===== config.mk =====
export PLATFORM = sky130hd
export DESIGN_NAME = windowed_running_sum_average_flat
export DESIGN_NICKNAME = d
export VERILOG_FILES = /design/src/rtl/wrsa_pkg.sv /design/src/rtl/wrsa_if.sv /design/src/rtl/windowed_running_sum_average.sv /design/src/rtl/wrsa_ring.sv /design/src/rtl/wrsa_div.sv /design/src/flat_wrapper.sv
export SDC_FILE = /design/constraint.sdc
export NUM_CORES = 2
export LEC_CHECK = 0
export BUFFER_PORTS_ARGS = -buffer_cell sky130_fd_sc_hd__clkbuf_2
export CORE_MARGIN = 1.5
export CORE_UTILIZATION = 36
export DETAILED_ROUTE_END_ITERATION = 8
export HOLD_SLACK_MARGIN = 0.12
export SETUP_SLACK_MARGIN = 0.05
export SLEW_MARGIN = 15
export SYNTH_ARGS = -nofsm -noshare
export SYNTH_HDL_FRONTEND = slang
export SYNTH_SLANG_ARGS = --single-unit

===== constraint.sdc =====
create_clock -name clk -period 5.4 [get_ports clk]
set_clock_uncertainty 0.1 [all_clocks]
set_input_delay 0.54 -clock clk [delete_from_list [all_inputs] [get_ports clk]]
set_output_delay 0.54 -clock clk [all_outputs]
set_load 0.01 [all_outputs]

===== src/rtl/wrsa_pkg.sv =====
`timescale 1ns / 1ps
// Shared types, widths and codes for the windowed running sum / average block.
// No dependencies; every other file imports this package.
package wrsa_pkg;

	localparam int WINDOW_MAX  = 64;
	localparam int SAMPLE_BITS = 16;

	localparam int POS_BITS   = (WINDOW_MAX > 1) ? $clog2(WINDOW_MAX) : 1;
	localparam int COUNT_BITS = $clog2(WINDOW_MAX + 1);
	localparam int SUM_BITS   = SAMPLE_BITS + $clog2(WINDOW_MAX);
	localparam int AVG_BITS   = SAMPLE_BITS;
	localparam int SIZE_BITS  = 7;

	localparam int DIV_STEPS    = SUM_BITS;
	localparam int DIV_CNT_BITS = $clog2(DIV_STEPS);

	localparam int PADDR_BITS = 3;
	localparam int PDATA_BITS = 32;
	localparam int REG_BITS   = PADDR_BITS - 2;

	typedef logic signed [SAMPLE_BITS-1:0] sample_t;
	typedef logic signed [SUM_BITS-1:0]    sum_t;
	typedef logic signed [AVG_BITS-1:0]    avg_t;
	typedef logic        [COUNT_BITS-1:0]  count_t;
	typedef logic        [POS_BITS-1:0]    pos_t;
	typedef logic        [SIZE_BITS-1:0]   wsize_t;

	localparam wsize_t SIZE_RESET = SIZE_BITS'(64);

	// register indexes
	localparam logic [REG_BITS-1:0] REG_WINDOW_SIZE = REG_BITS'(0);

	// item function codes
	localparam logic FUNC_ADD   = 1'b0;
	localparam logic FUNC_CLEAR = 1'b1;

endpackage


===== src/rtl/wrsa_if.sv =====
`timescale 1ns / 1ps
// Handshake channels for input items and result beats.
// Depends on wrsa_pkg.
interface wrsa_item_if import wrsa_pkg::*; ();
	logic    valid;
	logic    ready;
	logic    func;
	sample_t sample;

	modport source (output valid, output func, output sample, input ready);
	modport sink (input valid, input func, input sample, output ready);
endinterface

interface wrsa_result_if import wrsa_pkg::*; ();
	logic   valid;
	logic   ready;
	sum_t   window_sum;
	count_t window_count;
	logic   window_full;
	logic   window_empty;
	avg_t   window_average;

	modport source (output valid, output window_sum, output window_count,
		output window_full, output window_empty, output window_average, input ready);
	modport sink (input valid, input window_sum, input window_count,
		input window_full, input window_empty, input window_average, output ready);
endinterface


===== src/rtl/windowed_running_sum_average.sv =====
`timescale 1ns / 1ps
// Windowed running sum and average over the last window_size signed samples.
// Depends on wrsa_pkg, wrsa_if, wrsa_ring and wrsa_div.
//
// One item is in flight at a time, from acceptance until its result beat is
// loaded. The ring read issues at the accepting edge. Then come the update and
// write-back (ST_UPD), the divider launch (ST_START), the one-bit-per-cycle
// divider that forms the average (ST_WAIT), and the load of the output
// register. The next item can be accepted the cycle after the load. The output
// register decouples the result side, so a waiting result does not stop the
// next item from being accepted. Only that item's load waits for the beat to be
// taken. A func of 1 clears the window; writing window_size (address 0) also
// clears it. window_size 0 acts as 1, and values above 64 act as 64.
module windowed_running_sum_average import wrsa_pkg::*; (
	input  logic                  clk,
	input  logic                  arst_n,
	wrsa_item_if.sink             item,
	wrsa_result_if.source         result,
	input  logic                  psel,
	input  logic                  penable,
	input  logic                  pwrite,
	input  logic [PADDR_BITS-1:0] paddr,
	input  logic [PDATA_BITS-1:0] pwdata,
	output logic [PDATA_BITS-1:0] prdata,
	output logic                  pready
);

	typedef enum logic [1:0] {
		ST_IDLE,
		ST_UPD,
		ST_START,
		ST_WAIT
	} state_t;

	state_t  state_q;
	wsize_t  window_size_q;
	pos_t    wpos_q;
	count_t  held_count_q;
	sum_t    running_total_q;

	logic    func_s1;
	sample_t sample_s1;
	pos_t    pos_s1;

	logic    res_valid_q;
	sum_t    res_sum_q;
	count_t  res_count_q;
	logic    res_full_q;
	logic    res_empty_q;
	avg_t    res_avg_q;

	count_t  eff_size;
	pos_t    pos_eff;
	count_t  pos_inc;
	pos_t    wpos_next;
	logic    win_full;
	sum_t    total_next;
	sample_t rd_data;
	logic    accept;
	logic    cfg_we;
	logic    div_start;
	logic    div_busy;
	avg_t    div_quo;
	logic    res_load;

	// configuration port
	assign pready = 1'b1;
	assign cfg_we = psel && penable && pwrite
		&& (paddr[PADDR_BITS-1:2] == REG_WINDOW_SIZE);
	assign prdata = (paddr[PADDR_BITS-1:2] == REG_WINDOW_SIZE)
		? PDATA_BITS'(window_size_q) : '0;

	always_comb begin
		if (window_size_q == '0) begin
			eff_size = COUNT_BITS'(1);
		end else if (32'(window_size_q) > WINDOW_MAX) begin
			eff_size = COUNT_BITS'(WINDOW_MAX);
		end else begin
			eff_size = COUNT_BITS'(window_size_q);
		end
	end

	assign accept  = item.valid && item.ready;
	assign pos_eff = (COUNT_BITS'(wpos_q) >= eff_size) ? '0 : wpos_q;

	assign pos_inc   = COUNT_BITS'(pos_s1) + COUNT_BITS'(1);
	assign wpos_next = (pos_inc >= eff_size) ? '0 : pos_inc[POS_BITS-1:0];
	assign win_full  = (held_count_q >= eff_size);
	assign total_next = running_total_q - (win_full ? sum_t'(rd_data) : '0)
		+ sum_t'(sample_s1);

	wrsa_ring u_ring (
		.clk   (clk),
		.we    (state_q == ST_UPD && func_s1 == FUNC_ADD),
		.waddr (pos_s1),
		.wdata (sample_s1),
		.re    (accept),
		.raddr (pos_eff),
		.rdata (rd_data)
	);

	assign div_start = (state_q == ST_START);

	wrsa_div u_div (
		.clk      (clk),
		.arst_n   (arst_n),
		.start    (div_start),
		.dividend (running_total_q),
		.divisor  (held_count_q),
		.busy     (div_busy),
		.quotient (div_quo)
	);

	assign res_load = (state_q == ST_WAIT) && !div_busy && (!res_valid_q || result.ready);

	always_ff @(posedge clk or negedge arst_n) begin
		if (!arst_n) begin
			state_q         <= ST_IDLE;
			window_size_q   <= SIZE_RESET;
			wpos_q          <= '0;
			held_count_q    <= '0;
			running_total_q <= '0;
			res_valid_q     <= 1'b0;
		end else begin
			if (res_load) begin
				res_valid_q <= 1'b1;
			end else if (result.ready) begin
				res_valid_q <= 1'b0;
			end
			if (cfg_we) begin
				window_size_q   <= pwdata[SIZE_BITS-1:0];
				wpos_q          <= '0;
				held_count_q    <= '0;
				running_total_q <= '0;
			end
			case (state_q)
				ST_IDLE: begin
					if (accept) begin
						state_q <= ST_UPD;
					end
				end
				ST_UPD: begin
					if (func_s1 == FUNC_CLEAR) begin
						wpos_q          <= '0;
						held_count_q    <= '0;
						running_total_q <= '0;
					end else begin
						wpos_q          <= wpos_next;
						running_total_q <= total_next;
						if (!win_full) begin
							held_count_q <= held_count_q + 1'b1;
						end
					end
					state_q <= ST_START;
				end
				ST_START: begin
					state_q <= ST_WAIT;
				end
				ST_WAIT: begin
					if (res_load) begin
						state_q <= ST_IDLE;
					end
				end
				default: begin
					state_q <= ST_IDLE;
				end
			endcase
		end
	end

	always_ff @(posedge clk) begin
		if (accept) begin
			func_s1   <= item.func;
			sample_s1 <= item.sample;
			pos_s1    <= pos_eff;
		end
		if (res_load) begin
			res_sum_q   <= running_total_q;
			res_count_q <= held_count_q;
			res_full_q  <= (held_count_q == eff_size);
			res_empty_q <= (held_count_q == '0);
			res_avg_q   <= (held_count_q == '0) ? '0 : div_quo;
		end
	end

	assign item.ready            = (state_q == ST_IDLE);
	assign result.valid          = res_valid_q;
	assign result.window_sum     = res_sum_q;
	assign result.window_count   = res_count_q;
	assign result.window_full    = res_full_q;
	assign result.window_empty   = res_empty_q;
	assign result.window_average = res_avg_q;

`ifndef NO_ASSERTIONS
	a_count_bound: assert property (@(posedge clk) disable iff (!arst_n)
		held_count_q <= eff_size)
		else $error("held count exceeds window size");

	a_wpos_bound: assert property (@(posedge clk) disable iff (!arst_n)
		COUNT_BITS'(wpos_q) < eff_size)
		else $error("write position outside window");

	a_accept_upd: assert property (@(posedge clk) disable iff (!arst_n)
		accept |=> state_q == ST_UPD)
		else $error("accepted item did not start update");

	a_empty_avg: assert property (@(posedge clk) disable iff (!arst_n)
		res_valid_q && res_empty_q |-> res_avg_q == '0 && res_sum_q == '0)
		else $error("empty window with nonzero average or sum");
`endif

endmodule


===== src/rtl/wrsa_ring.sv =====
`timescale 1ns / 1ps
// Sample ring: single write port, single read port, registered read data.
// Depends on wrsa_pkg.
module wrsa_ring import wrsa_pkg::*; (
	input  logic    clk,
	input  logic    we,
	input  pos_t    waddr,
	input  sample_t wdata,
	input  logic    re,
	input  pos_t    raddr,
	output sample_t rdata
);

	sample_t mem [WINDOW_MAX];
	sample_t rdata_q;

	always_ff @(posedge clk) begin
		if (we) begin
			mem[waddr] <= wdata;
		end
	end

	always_ff @(posedge clk) begin
		if (re) begin
			rdata_q <= mem[raddr];
		end
	end

	assign rdata = rdata_q;

endmodule


===== src/rtl/wrsa_div.sv =====
`timescale 1ns / 1ps
// Restoring divider, one quotient bit per cycle: signed sum / unsigned count.
// Quotient truncates toward zero. Depends on wrsa_pkg.
module wrsa_div import wrsa_pkg::*; (
	input  logic   clk,
	input  logic   arst_n,
	input  logic   start,
	input  sum_t   dividend,
	input  count_t divisor,
	output logic   busy,
	output avg_t   quotient
);

	logic                    busy_q;
	logic [DIV_CNT_BITS-1:0] step_q;
	count_t                  rem_q;
	count_t                  div_q;
	logic [SUM_BITS-1:0]     quo_q;
	logic                    neg_q;

	logic [SUM_BITS-1:0]   mag;
	logic [COUNT_BITS+1:0] diff;
	logic                  borrow;
	logic [AVG_BITS-1:0]   quo_low;

	assign mag    = dividend[SUM_BITS-1] ? SUM_BITS'(-dividend) : SUM_BITS'(dividend);
	assign diff   = {1'b0, rem_q, quo_q[SUM_BITS-1]} - {2'b00, div_q};
	assign borrow = diff[COUNT_BITS+1];

	always_ff @(posedge clk or negedge arst_n) begin
		if (!arst_n) begin
			busy_q <= 1'b0;
			step_q <= '0;
		end else if (start) begin
			busy_q <= 1'b1;
			step_q <= '0;
		end else if (busy_q) begin
			step_q <= step_q + 1'b1;
			if (step_q == DIV_CNT_BITS'(DIV_STEPS - 1)) begin
				busy_q <= 1'b0;
			end
		end
	end

	always_ff @(posedge clk) begin
		if (start) begin
			rem_q <= '0;
			div_q <= divisor;
			quo_q <= mag;
			neg_q <= dividend[SUM_BITS-1];
		end else if (busy_q) begin
			// remainder stays below the divisor, so both arms fit COUNT_BITS
			rem_q <= borrow ? {rem_q[COUNT_BITS-2:0], quo_q[SUM_BITS-1]}
				: diff[COUNT_BITS-1:0];
			quo_q <= {quo_q[SUM_BITS-2:0], ~borrow};
		end
	end

	assign quo_low  = quo_q[AVG_BITS-1:0];
	assign busy     = busy_q;
	assign quotient = neg_q ? avg_t'(-quo_low) : avg_t'(quo_low);

endmodule


===== src/flat_wrapper.sv =====
// flat-port wrapper written by rule: the top's interface ports become plain ports
module windowed_running_sum_average_flat import wrsa_pkg::*;
  (clk, arst_n, psel, penable, pwrite, paddr, pwdata, prdata, pready, item_valid, item_func, item_sample, item_ready, result_valid, result_window_sum, result_window_count, result_window_full, result_window_empty, result_window_average, result_ready);
  wrsa_item_if item_i ();
  wrsa_result_if result_i ();
  input  logic clk;
  input  logic arst_n;
  input  logic psel;
  input  logic penable;
  input  logic pwrite;
  input  logic [PADDR_BITS-1:0] paddr;
  input  logic [PDATA_BITS-1:0] pwdata;
  output logic [PDATA_BITS-1:0] prdata;
  output logic pready;
  input wire logic [$bits(item_i.valid)-1:0] item_valid;
  input wire logic [$bits(item_i.func)-1:0] item_func;
  input wire logic [$bits(item_i.sample)-1:0] item_sample;
  output wire logic [$bits(item_i.ready)-1:0] item_ready;
  output wire logic [$bits(result_i.valid)-1:0] result_valid;
  output wire logic [$bits(result_i.window_sum)-1:0] result_window_sum;
  output wire logic [$bits(result_i.window_count)-1:0] result_window_count;
  output wire logic [$bits(result_i.window_full)-1:0] result_window_full;
  output wire logic [$bits(result_i.window_empty)-1:0] result_window_empty;
  output wire logic [$bits(result_i.window_average)-1:0] result_window_average;
  input wire logic [$bits(result_i.ready)-1:0] result_ready;
  assign item_i.valid = item_valid;
  assign item_i.func = item_func;
  assign item_i.sample = item_sample;
  assign item_ready = item_i.ready;
  assign result_valid = result_i.valid;
  assign result_window_sum = result_i.window_sum;
  assign result_window_count = result_i.window_count;
  assign result_window_full = result_i.window_full;
  assign result_window_empty = result_i.window_empty;
  assign result_window_average = result_i.window_average;
  assign result_i.ready = result_ready;
  windowed_running_sum_average u_core (.clk(clk), .arst_n(arst_n), .item(item_i), .result(result_i), .psel(psel), .penable(penable), .pwrite(pwrite), .paddr(paddr), .pwdata(pwdata), .prdata(prdata), .pready(pready));
endmodule

==> out/summary.txt <==
Maxcap violations - 0
CP bufs+invs - 3
Most frequent cells in the layout - 1140 x edfxtp_1, 230 x nand2_1, 181 x nor2_1
Crit path max-delay cell type - dfstp_2
Initial drt markers - 3153
Buffers on Ports - 87
# IOs - 141
Max_slew headroom - 23.2%
Core ar. - 140000 µm²
Antenna fix cells - 0
Cell Pwr Density - 515 nW/µm²
Final period utilization - 93.9%
Worst VDD drop - 0.352 mV
Worst hold path type - flip-flop to flip-flop
Number of flops mapped to enable cells by yosys - 1140
Initial Util - 36.4%
DR WL/cell - 23.9 µm
Part of the Yosys area used for sequential elements - 70.0%
Syn Area/Cell - 14.0 µm²
Clk buf depth - 3
Post-DP HPWL - 81.9 mm
H-tree depth - 3
Routability cong. - 0.879
Ys async rst share - 4.26%
Largest net degree at the start of global routing - 157
Cell count after synthesis - 3634
Number of setup violations in the final report - 0
Drt pass-1 iters - 6
Setup Crit Path Kind - flip-flop to flip-flop
Full die area - 144000 µm²
Final setup TNS - 0 ns
Final ANT Viol Nets - 0
RSZ-0062 raised after global routing - no
Most common cell after layout, fill and taps aside - edfxtp_1
First-pass GRT wire length - 202 mm
Layout area overhead - 13.8%
Die Wd - 379 µm
Layout cells sized above 1 - 13.7%
DIE HEIGHT - 379 µm
Top FF cell, synth - edfxtp_1
Final-stage net count - 3925
Clock net sink count - 1198
Min-delay src - u_core.u_div.rem_q[6]$_SDFFE_PP0P_
Via count - 31800
CP cell instances - inv_2, nand2_1, ha_1, a21o_1, a211oi_1, o21a_1, nor2_1, buf_4, and2_1, fa_1, inv_1, ha_1, a21o_1, a221o_1, a311oi_4, a21boi_2, o21a_1, or3_1, a32o_1
Root buffer cell - clkbuf_16
Crit-path max FO - 20
Antenna violations before repair - 3
Worst slew pin tran - 1.15 ns
Total Wirelength - 138 mm
Minimum hold slack - 0.357 ns
Top delay family on crit path - compound AO/OA/AOI/OAI gates
Fillers - 12800
Mapped Area - 50900 µm²
Yosys warns - 0
CP Capture Type - flip-flop
Clock Latency Late Sink - 0.77 ns
Final slew viol count - 0
CP arrival - 5.57 ns
CTS tree - done
Worst Setup Start Kind - flip-flop
Global router's overall resource usage - 18.9%
Status - finished, final reports clean
Clk pin slew, worst setup/hold paths - 0.06 ns
Worst R2R Start - u_core.window_size_q[6]$_DFFE_PN1P_
Worst EP required - 5.90 ns
Vias in the first global route - 30100
Remaining DRCs - 0
Fmax - 0.197 GHz
Synth cell types - 88
Final Hold Viols - 0
Number of vias per cell - 5.53
Critical Path Max Stage Delay - 0.60 ns
Crit path launch - u_core.window_size_q[6]$_DFFE_PN1P_
GR Overflow Total - 0
Row Count - 137
TritonCTS Buffers - 118
Period minus WS final - 5.07 ns
Leak Pwr - 0.0191 µW
#FFs+latches synth - 1198
-- cells by family (layout without fill, tap and decap cells) --
group / after synthesis / count (layout) / synth area share, %
fa+ha+maj: 83 / 83 / 2.36
simple gates: 920 / 920 / 8.75
other cells: 2 / 26 / 0.0147
buf+inv: 391 / 607 / 3.26
mux: 124 / 124 / 2.57
compound gates: 859 / 859 / 12.1
flops: 1198 / 1198 / 70.0
xor+xnor: 57 / 57 / 0.980
-- metal layers --
metal | share of wire (%) | track usage [%]
met1 | 43 | 27.0
met3 | 8.2 | 3.40
met4 | 3.2 | 6.16
met5 | 0 | 0
met2 | 45 | 29.0
-- where the power goes --
| part | internal, µW | total (µW) | switching (µW) | leakage (µW) |
|---|---|---|---|---|
| clock | 4220 | 7750 | 3530 | 0.00173 |
| sequential | 11100 | 11500 | 424 | 0.0110 |
| combinational | 3370 | 10600 | 7250 | 0.00636 |
-- through the flow --
step | total power [µW] | util (%) | setup slack [ns] | instances | instance area [µm²]
6_report | 29900 | 41.4 | 0.329 | 5750 | 58000
5_1_grt | 31400 | 41.4 | 0.0293 | 5750 | 58000
3_5_place_dp | 22200 | 38.6 | 0.255 | 5510 | 54100
2_1_floorplan | 18400 | - | 0.626 | 3658 | 51000
4_1_cts | 29900 | 41.4 | 0.242 | 5748 | 57900
3_3_place_gp | 22100 | 38.6 | 0.268 | 5510 | 54100
-- registers in the layout, summed over array words and instances (netlist names) --
| signal | flops |
|---|---|
| u_core.result.window_empty | 1 |
| u_core.result.window_count | 7 |
| u_core.func_s1 | 1 |
| u_core.pos_s1 | 6 |
| u_core.u_div.neg_q | 1 |
| u_core.u_div.step_q | 5 |
| u_core.u_div.busy | 1 |
| u_core.result.window_sum | 22 |
| u_core.wpos_q | 6 |
| u_core.u_div.rem_q | 7 |
| u_core.u_ring.rdata | 16 |
| u_core.sample_s1 | 16 |
| u_core.window_size_q | 7 |
| u_core.running_total_q | 22 |
| u_core.held_count_q | 7 |
| u_core.result.window_average | 16 |
| u_core.u_ring.mem | 1024 |
| u_core.u_div.div_q | 7 |
| u_core.result.valid | 1 |
| u_core.result.window_full | 1 |
| u_core.state_q | 2 |
| u_core.u_div.quo_q | 22 |
-- path summary, 6_finish.rpt --
path | end | slack [ns] | cells after the start
setup reg to reg | u_core.running_total_q[17]$_DFFE_PN0P_ | 0.33 | 19
hold reg to reg | u_core.u_div.rem_q[6]$_SDFFE_PP0P_ | 0.36 | 2
max in group asynchronous | u_core.wpos_q[0]$_DFFE_PN0P_ | 4.27 | 3
hold / removal | u_core.u_div.rem_q[6]$_SDFFE_PP0P_ | 0.36 | 2
min in group asynchronous | u_core.result.valid$_DFFE_PN0P_ | 0.39 | 3
setup / recovery | u_core.running_total_q[17]$_DFFE_PN0P_ | 0.33 | 19
-- area by class of cell --
class | instances | area, µm² | area share (%)
Inverter | 129 | 485 | 0.837
Clock inverter | 62 | 514 | 0.887
Timing Repair Buffer | 267 | 2000 | 3.46
Clock buffer | 149 | 3070 | 5.29
Tap cell | 1876 | 2350 | 4.05
Sequential cell | 1198 | 35700 | 61.5
Multi-Input combinational cell | 2069 | 13900 | 24.0
-- timing repair --
action / CTS / global route
resized for setup: 0 / 2
hold buffers: 27 / 0
setup endpoints to repair: 0 / 4
endpoints found under the hold margin: 76 / 0
setup buffers: 0 / 1
-- worst register-to-register path, cell delays in order (launching register included) --
cell      delay [ns]
dfstp_2         0.60
inv_2           0.12
nand2_1         0.16
ha_1            0.27
a21o_1          0.19
a211oi_1        0.25
o21a_1          0.21
nor2_1          0.06
buf_4           0.20
and2_1          0.19
fa_1            0.47
inv_1           0.04
ha_1            0.33
a21o_1          0.22
a221o_1         0.37
a311oi_4        0.33
a21boi_2        0.11
o21a_1          0.18
or3_1           0.31
a32o_1          0.25
-- cells in the mapped netlist, drive strengths merged, types with 7 or more instances --
| cell | number | area, µm² |
|---|---|---|
| nor3 | 148 | 746 |
| dfxtp | 7 | 140 |
| a21oi | 106 | 546 |
| xnor2 | 30 | 263 |
| o22ai | 77 | 482 |
| nand3 | 105 | 526 |
| a21o | 60 | 452 |
| mux2i | 70 | 701 |
| a221oi | 19 | 173 |
| nor2b | 65 | 407 |
| o31ai | 12 | 95.1 |
| nand2 | 230 | 863 |
| a31oi | 37 | 231 |
| buf | 103 | 578 |
| a2111oi | 32 | 280 |
| inv | 128 | 480 |
| ha | 61 | 763 |
| a211oi | 69 | 536 |
| o221ai | 31 | 272 |
| xor2 | 27 | 236 |
| a32oi | 63 | 552 |
| a32o | 8 | 80.1 |
| clkbuf | 159 | 597 |
| o311ai | 19 | 166 |
| nand2b | 20 | 125 |
| o21a | 8 | 60.1 |
| and3 | 8 | 51.3 |
| o211ai | 101 | 772 |
| nand4 | 42 | 269 |
| nor4 | 18 | 113 |
| a22oi | 18 | 135 |
| mux2 | 54 | 608 |
| and2 | 34 | 213 |
| nor2 | 191 | 722 |
| edfxtp | 1140 | 34200 |
| a311oi | 17 | 166 |
| dfrtp | 50 | 1250 |
| or2 | 34 | 213 |
| o21ai | 121 | 609 |
| o2111ai | 29 | 267 |
| fa | 22 | 440 |
| or3 | 7 | 43.8 |
Power figures use the tool's default switching activity.
